**config.mk**
```make
export PLATFORM = sky130hd
export DESIGN_NAME = sequential_list_engine_top
export DESIGN_NICKNAME = d
export VERILOG_FILES = /design/src/rtl/core/slst_pkg.sv /design/src/rtl/core/slst_cell.sv /design/src/rtl/core/sequential_list_engine_top.sv
export SDC_FILE = /design/constraint.sdc
export NUM_CORES = 2
export LEC_CHECK = 0
export BUFFER_PORTS_ARGS = -buffer_cell sky130_fd_sc_hd__buf_4
export CAP_MARGIN = 10
export CORE_AREA = 2 2 222 442
export CTS_BUF_LIST = sky130_fd_sc_hd__clkbuf_8
export CTS_CLUSTER_DIAMETER = 60
export CTS_CLUSTER_SIZE = 14
export DETAILED_ROUTE_END_ITERATION = 8
export DIE_AREA = 0 0 224 444
export PLACE_DENSITY = 0.67
export SLEW_MARGIN = 20
export SYNTH_ARGS = -nofsm -noshare
export SYNTH_HDL_FRONTEND = slang
export SYNTH_SLANG_ARGS = --single-unit
```
**constraint.sdc**
```tcl
create_clock -name aclk -period 10.65 [get_ports aclk]
set_input_delay 2.13 -clock aclk [delete_from_list [all_inputs] [get_ports aclk]]
set_output_delay 2.13 -clock aclk [all_outputs]
set_load 0.005 [all_outputs]
```
**src/rtl/core/slst_pkg.sv**
```systemverilog
package slst_pkg;

    localparam int DEPTH  = 16;
    localparam int IDX_W  = $clog2(DEPTH);
    localparam int CNT_W  = $clog2(DEPTH + 1);
    localparam int DATA_W = 32;

    localparam logic [CNT_W-1:0] LIMIT_RESET = CNT_W'(DEPTH);

    typedef enum logic [2:0] {
        MODE_GET    = 3'd0,
        MODE_LOCATE = 3'd1,
        MODE_INSERT = 3'd2,
        MODE_DELETE = 3'd3,
        MODE_CLEAR  = 3'd4
    } mode_t;

    // shift command broadcast to every cell
    typedef struct packed {
        logic                     ins;
        logic                     del;
        logic [IDX_W-1:0]         pos;
        logic signed [DATA_W-1:0] val;
    } cell_op_t;

endpackage

```
**src/rtl/core/slst_cell.sv**
```systemverilog
module slst_cell (
    input  logic                              aclk,
    input  logic [slst_pkg::IDX_W-1:0]        idx,
    input  slst_pkg::cell_op_t                op,
    input  logic signed [slst_pkg::DATA_W-1:0] left_data,
    input  logic signed [slst_pkg::DATA_W-1:0] right_data,
    output logic signed [slst_pkg::DATA_W-1:0] data,
    output logic                              match
);

    logic signed [slst_pkg::DATA_W-1:0] data_reg;
    logic signed [slst_pkg::DATA_W-1:0] data_next;

    always_comb begin
        data_next = data_reg;
        if (op.ins) begin
            if (idx > op.pos) begin
                data_next = left_data;
            end else if (idx == op.pos) begin
                data_next = op.val;
            end
        end else if (op.del && (idx >= op.pos)) begin
            data_next = right_data;
        end
    end

    always_ff @(posedge aclk) begin
        data_reg <= data_next;
    end

    assign data  = data_reg;
    assign match = (data_reg == op.val);

endmodule

```
**src/rtl/core/sequential_list_engine_top.sv**
```systemverilog
// Result: a result is presented on m_tdata in the cycle after its input transfer.
// Throughput: one operation per cycle while m_tready stays high; the cell row
//   shifts all entries in the same cycle, so no operation waits on another.
// Reset (aresetn low, synchronous): list length 0, output empty, list_limit 16.
//   Entry storage is not cleared; only positions below the length are ever read.
module sequential_list_engine_top (
    input  logic        aclk,
    input  logic        aresetn,
    // input stream
    input  logic        s_tvalid,
    output logic        s_tready,
    input  logic [39:0] s_tdata,   // [2:0] mode, [7:3] position, [39:8] value
    // result stream
    output logic        m_tvalid,
    input  logic        m_tready,
    output logic [47:0] m_tdata,   // [0] status, [32:1] read_value,
                                   // [36:33] found_position, [41:37] length,
                                   // [42] is_empty, [47:43] zero
    // list_limit register write channel
    input  logic        cfg_valid,
    output logic        cfg_ready,
    input  logic [4:0]  cfg_data
);

    localparam int DEPTH  = slst_pkg::DEPTH;
    localparam int IW     = slst_pkg::IDX_W;
    localparam int CW     = slst_pkg::CNT_W;
    localparam int DW     = slst_pkg::DATA_W;

    // ------------------------------------------------------------------
    // Registers
    // ------------------------------------------------------------------
    logic [CW-1:0] count_reg,      count_next;
    logic [4:0]    list_limit_reg;
    logic          m_tvalid_reg,   m_tvalid_next;
    logic [47:0]   m_tdata_reg,    m_tdata_next;

    // ------------------------------------------------------------------
    // Input unpacking
    // ------------------------------------------------------------------
    slst_pkg::mode_t        in_mode;
    logic [4:0]             in_pos;
    logic signed [DW-1:0]   in_val;
    logic                   s_fire;

    assign in_mode = slst_pkg::mode_t'(s_tdata[2:0]);
    assign in_pos  = s_tdata[7:3];
    assign in_val  = s_tdata[39:8];

    // Output register frees up when empty or when its result is taken.
    assign s_tready  = !m_tvalid_reg || m_tready;
    assign s_fire    = s_tvalid && s_tready;
    assign cfg_ready = 1'b1;

    // ------------------------------------------------------------------
    // Cell row: cell i holds list position i.
    // ------------------------------------------------------------------
    slst_pkg::cell_op_t    cell_op;
    logic signed [DW-1:0]  cell_data  [DEPTH];
    logic [DEPTH-1:0]      cell_match;

    for (genvar g = 0; g < DEPTH; g++) begin : g_cell
        logic signed [DW-1:0] left_d;
        logic signed [DW-1:0] right_d;

        if (g == 0) begin : g_first
            assign left_d = cell_data[g];
        end else begin : g_left
            assign left_d = cell_data[g-1];
        end

        if (g == DEPTH - 1) begin : g_last
            assign right_d = cell_data[g];
        end else begin : g_right
            assign right_d = cell_data[g+1];
        end

        slst_cell u_cell (
            .aclk       (aclk),
            .idx        (IW'(g)),
            .op         (cell_op),
            .left_data  (left_d),
            .right_data (right_d),
            .data       (cell_data[g]),
            .match      (cell_match[g])
        );
    end

    // ------------------------------------------------------------------
    // Operation decode
    // ------------------------------------------------------------------
    logic [CW-1:0]        cap_now;
    logic                 pos_in_list;   // position < length
    logic                 ins_ok;
    logic                 del_ok;
    logic                 loc_hit;
    logic [IW-1:0]        loc_pos;
    logic signed [DW-1:0] entry_at_pos;
    logic                 status;
    logic signed [DW-1:0] rd_value;
    logic [IW-1:0]        fpos;

    // Effective capacity: list_limit capped at the store depth.
    assign cap_now = (list_limit_reg > 5'(DEPTH)) ? CW'(DEPTH) : CW'(list_limit_reg);

    assign pos_in_list  = (CW'(in_pos) < count_reg);
    assign ins_ok       = (count_reg < cap_now) && (CW'(in_pos) <= count_reg);
    assign del_ok       = pos_in_list;
    assign entry_at_pos = cell_data[in_pos[IW-1:0]];

    // Locate: highest matching position below the length wins.
    always_comb begin
        loc_hit = 1'b0;
        loc_pos = '0;
        for (int i = 0; i < DEPTH; i++) begin
            if (cell_match[i] && (CW'(i) < count_reg)) begin
                loc_hit = 1'b1;
                loc_pos = IW'(i);
            end
        end
    end

    always_comb begin
        status      = 1'b1;
        rd_value    = '0;
        fpos        = '0;
        count_next  = count_reg;
        cell_op.ins = 1'b0;
        cell_op.del = 1'b0;
        cell_op.pos = in_pos[IW-1:0];
        cell_op.val = in_val;
        case (in_mode)
            slst_pkg::MODE_GET: begin
                if (pos_in_list) begin
                    status   = 1'b0;
                    rd_value = entry_at_pos;
                end
            end
            slst_pkg::MODE_LOCATE: begin
                if (loc_hit) begin
                    status = 1'b0;
                    fpos   = loc_pos;
                end
            end
            slst_pkg::MODE_INSERT: begin
                if (ins_ok) begin
                    status      = 1'b0;
                    cell_op.ins = s_fire;
                    count_next  = count_reg + CW'(1);
                end
            end
            slst_pkg::MODE_DELETE: begin
                if (del_ok) begin
                    status      = 1'b0;
                    rd_value    = entry_at_pos;
                    cell_op.del = s_fire;
                    count_next  = count_reg - CW'(1);
                end
            end
            slst_pkg::MODE_CLEAR: begin
                status     = 1'b0;
                count_next = '0;
            end
            default: begin
                status = 1'b1;
            end
        endcase
    end

    // ------------------------------------------------------------------
    // Result register
    // ------------------------------------------------------------------
    always_comb begin
        m_tvalid_next = m_tvalid_reg;
        m_tdata_next  = m_tdata_reg;
        if (s_fire) begin
            m_tvalid_next = 1'b1;
            m_tdata_next  = {5'b0, (count_next == '0), count_next, fpos, rd_value, status};
        end else if (m_tready) begin
            m_tvalid_next = 1'b0;
        end
    end

    always_ff @(posedge aclk) begin
        if (!aresetn) begin
            count_reg      <= '0;
            list_limit_reg <= slst_pkg::LIMIT_RESET;
            m_tvalid_reg   <= 1'b0;
        end else begin
            if (s_fire) begin
                count_reg <= count_next;
            end
            if (cfg_valid && cfg_ready) begin
                list_limit_reg <= cfg_data;
            end
            m_tvalid_reg <= m_tvalid_next;
        end
    end

    always_ff @(posedge aclk) begin
        m_tdata_reg <= m_tdata_next;
    end

    assign m_tvalid = m_tvalid_reg;
    assign m_tdata  = m_tdata_reg;

    // ------------------------------------------------------------------
    // Checks
    // ------------------------------------------------------------------
`ifndef ASSERT_OFF
    a_count_bound: assert property (@(posedge aclk) disable iff (!aresetn)
        count_reg <= CW'(DEPTH))
        else $error("list length beyond store depth");

    a_clear_empties: assert property (@(posedge aclk) disable iff (!aresetn)
        (s_fire && (s_tdata[2:0] == slst_pkg::MODE_CLEAR)) |=> (count_reg == '0))
        else $error("clear left entries behind");

    a_insert_grows: assert property (@(posedge aclk) disable iff (!aresetn)
        (s_fire && cell_op.ins) |=> (count_reg == $past(count_reg) + CW'(1)))
        else $error("insert did not grow the list");

    a_empty_flag: assert property (@(posedge aclk) disable iff (!aresetn)
        m_tvalid_reg |-> (m_tdata_reg[42] == (m_tdata_reg[41:37] == 5'd0)))
        else $error("empty flag disagrees with length");
`endif

endmodule
```
==> summary by stage <==
Status
The run finished with clean final reports.

Synthesis
The biggest area contributor in the post-synthesis netlist is sky130_fd_sc_hd__edfxtp_1. In the synthesized netlist the async set-or-reset flop fraction comes to 0%. Yosys mapped a number of flops with a built-in enable equal to 555. The count of synthesis-stage warnings from yosys is 0. The primary flip-flop cell chosen by synthesis mapping is sky130_fd_sc_hd__edfxtp_1.

The average instance area after synthesis is 11.06 um2. By count the netlist is led by sky130_fd_sc_hd__edfxtp_1 (555), sky130_fd_sc_hd__nor2_1 (479), sky130_fd_sc_hd__a21oi_1 (443). In this run, synthesis produced a sequential element count of 566. Synthesis instantiated 59 different standard cells from the library. Synthesis handed over a netlist of 3448 instances. In this run the biggest area consumer among cell types represents 43.70% of the synthesized area. The sequential share of the synthesized area is 44.28%.

The most used standard cell by instance count after synthesis is sky130_fd_sc_hd__edfxtp_1. By area the synthesized netlist is led by sky130_fd_sc_hd__edfxtp_1 (44%), sky130_fd_sc_hd__mux2i_1 (11%), sky130_fd_sc_hd__mux4_2 (9.1%), sky130_fd_sc_hd__xnor2_1 (6.9%), sky130_fd_sc_hd__a21oi_1 (5.8%). The combined area of all synthesized cells is 38140 um2.

Routing
The detail route stage leaves a number of antenna-violating nets equal to 0. In the routed design, unresolved DRC markers number 0. Wire segments on met2 add up to 74120 um in the final route. The average wire length per cell after detail routing is 32.82 um. The detailed router placed 27050 vias in this run. Wire segments on met3 add up to 7158 um in the final route.

The highest metal layer with signal wires is met5. After the first detailed-routing iteration, the DRC count stood at 2889. For this block, the routed nets add up to 148800 um of wire. The routed via count divided by cell count is 5.965. For this block, wires on met1 add up to 47430 um. The detailed-router iteration count before antenna repair is 6.

Power and ir drop
Power spread over the standard cell area amounts to 111.2 nW/um2. Across the VDD grid, the largest voltage drop is 0.00007749 V. The switching fraction of total power is 30.07%. The internal power summed over all cells is 3.122 mW.

The static leakage power is 13.94 nW. The part of the total power dissipated in sequential elements is 55.7%. Combinational logic is responsible for 17.4% of the overall power. The clock group share of total power is 26.9%. The net switching power figure is 1.343 mW.

Die
The total die area is 99460 um2. The die extent in x is 224 um. The initial core utilization is 39.69%. The initialized floorplan defines 161 standard-cell rows. During I/O placement, the number of pins put on the boundary was 101. From bottom edge to top edge, the die measures 444 um.

The core region is 96090 um2.

Worst hold path
Counting instances, the worst hold path has a depth of 2. The startpoint identified for the worst hold timing path is list_limit_reg[0]$_SDFFE_PN0P_. The worst min-delay path category is flip-flop to flip-flop.

Final layout
The multi-input combinational cells in the finished layout cover a total of 19870 um2. The fraction of layout instances using a drive strength above 1 is 12.67%. The number of nets in the layout is 3355. Relative to the synthesized area, the layout overhead comes to 5.272%. The number of fillers in the final layout is 9134. In the final layout, flip-flops and latches occupy 16890 um2. The number of flip-flops under the largest register name is 512. The cell area after layout is 40150 um2.

Place
Once detailed placement completed, the half-perimeter wirelength came to 109200 um. Once placement finished, the instance area stood at 39380 um2. Timing analysis after detailed placement gives a worst setup slack of 3651 ps. The port buffer count is 94. At the end of routability-driven placement, the weighted congestion stood at 1.016.

Setup path
Tracing the worst setup path back leads to its startpoint at s_tdata[4]. The arrival time at the worst endpoint is 6600 ps. STA classifies the critical path endpoint as a flip-flop. The largest fanout on the critical path is 55. The worst setup path is launched from an input pin. The maximum single-stage delay on the critical path is 1010 ps.

The worst endpoint required time is 10990 ps. The cell count of the worst reg-to-reg path is 10. On the critical path, the stage with the largest delay is an instance of sky130_fd_sc_hd__nor2_4. In this run the critical register-to-register path is launched from count_reg[4]$_SDFFE_PN0P_.

The critical path goes through buf_6, ha_1, nor2b_1, o21bai_1, a31o_2, o221ai_2, nor2_2, nor2_1, nor2_4, nand2_1, nor2_4. The class of the most critical setup path is input pin to flip-flop. The most frequent cell on the critical path is sky130_fd_sc_hd__nor2_4.

STA
Counting I/O delays and the setup requirement, the final critical path takes 6257 ps. The count of endpoints failing hold in the final timing report is 0. The number of pins with negative max-slew slack in the final report was 0. The number of setup violations in the final report is 0. The clock skew is 41.12 ps. For the pin with the worst max-slew slack, the measured transition is 1270 ps. The post-route setup TNS is 0 ps. The worst path meets setup with 4393 ps of slack. The max-slew headroom at the worst pin is 15.02%. The final critical path takes up 58.75% of the cycle.

Setup repair after global routing left no endpoint under its margin. Derived from the worst setup path, the maximum achievable clock frequency is 159.8 MHz.

GRT
The via count of the first global-routing pass is 26400. The initial antenna violation count is 3. The global-route wire length before repair is 206500 um.

The largest net degree at the start of global routing is 270. The overflow left after global routing is 0. Global routing used 29.78% of the available tracks.

Clock tree
Clock-pin slew was measured on the worst setup and hold paths at 90 ps. Buffers inserted during clock tree synthesis total 46. Once the clock tree was built, the setup fixing pass inserted 0 buffers. The later-pin clock latency in the skew report is 730 ps. The H-tree depth is 2.

The sink count of the clock tree is 566. Once the clock tree was built, the resizer swapped 0 gates to a different size. TritonCTS built the clock tree. Buffers inserted to repair hold after CTS numbered 0. The clock root buffer is sky130_fd_sc_hd__clkbuf_8. The buffer depth of the longest clock path is 3.

Run
The tool flagged a number of max-cap violations equal to 0.
cells in the final DEF (no fill, tap or decap), drive strengths merged, types with 2 or more instances in the layout:
cell type	n
clkinv	2
diode	6
clkbuf	47
nor4	68
mux4	154
and3	35
or4	2
xor2	210
clkinvlp	2
o2111ai	3
a2111oi	3
conb	6
nand4	82
dfxtp	11
mux2i	428
edfxtp	555
nand3	21
a21oi	445
o21bai	2
xnor2	302
mux2	67
nor2	481
o21ai	11
a31oi	35
nand2	97
o211ai	3
and2	4
nor3	19
inv	26
buf	135
nor2b	13
a41o	2
or2	3
ha	12
a22o	3
o22ai	3
power by group through the flow:
stage | clock network [mW] | logic, mW | registers, mW
4_1_cts | 1.23 | 0.750 | 2.49
3_5_place_dp | 0 | 0.749 | 2.54
3_3_place_gp | 0 | 0.740 | 2.54
2_1_floorplan | 0 | 0.478 | 2.53
6_report | 1.20 | 0.776 | 2.49
5_1_grt | 1.28 | 0.797 | 2.49
cells by family (layout without fill, tap and decap cells):
family,Yosys count,in the layout,share of synthesized area [%]
xor+xnor,512,512,11.76
other cells,2,12,0.01969
fa+ha+maj,12,12,0.3937
mux,649,649,22.30
compound gates,520,520,7.237
flops,566,566,44.28
simple gates,829,829,9.750
buf+inv,358,212,4.262
per-stage QoR:
| step | hold WS, ps | util [%] | instances | total power, mW |
|---|---|---|---|---|
| 2_1_floorplan | 473.6 | - | 3452 | 3.007 |
| 3_3_place_gp | 505.4 | 40.98 | 4466 | 3.277 |
| 3_5_place_dp | 506.1 | 40.98 | 4466 | 3.286 |
| 4_1_cts | 528.1 | 41.72 | 4527 | 4.467 |
| 5_1_grt | 565.8 | 41.77 | 4530 | 4.572 |
| 6_report | 526.2 | 41.78 | 4534 | 4.465 |
worst paths after layout:
path                                                            end  slack [ps]
worst max-delay path            g_cell[7].u_cell.data[14]$_DFFE_PP_        4390
worst min-delay path                 list_limit_reg[0]$_SDFFE_PN0P_         530
worst max register to register  g_cell[7].u_cell.data[14]$_DFFE_PP_        5540
worst min register to register       list_limit_reg[0]$_SDFFE_PN0P_         530
final cells by class:
cell class                 instances  share of cell area [%]
multi-input combinational       2528                   49.48
sequential                       566                   42.06
tap                             1222                   3.808
timing repair buffer             136                   2.724
clock buffer                      46                   1.577
clock inverter                    15                  0.1714
inverter                          15                  0.1402
antenna                            6                 0.03740
critical path, delay by kind of cell:
kind	cells	cell delay (ps)
simple gates	6	2290
compound gates	3	1130
buf+inv	1	560
fa+ha+maj	1	370
metal layers:
| layer | vias up | GRT usage [%] |
|---|---|---|
| met2 | 1240 | 51.05 |
| li1 | 12250 | - |
| met1 | 13190 | 30.47 |
| met5 | - | 0 |
| met3 | 363 | 2.959 |
| met4 | 2 | 31.76 |
No activity file was read; power rests on OpenSTA's default activity.
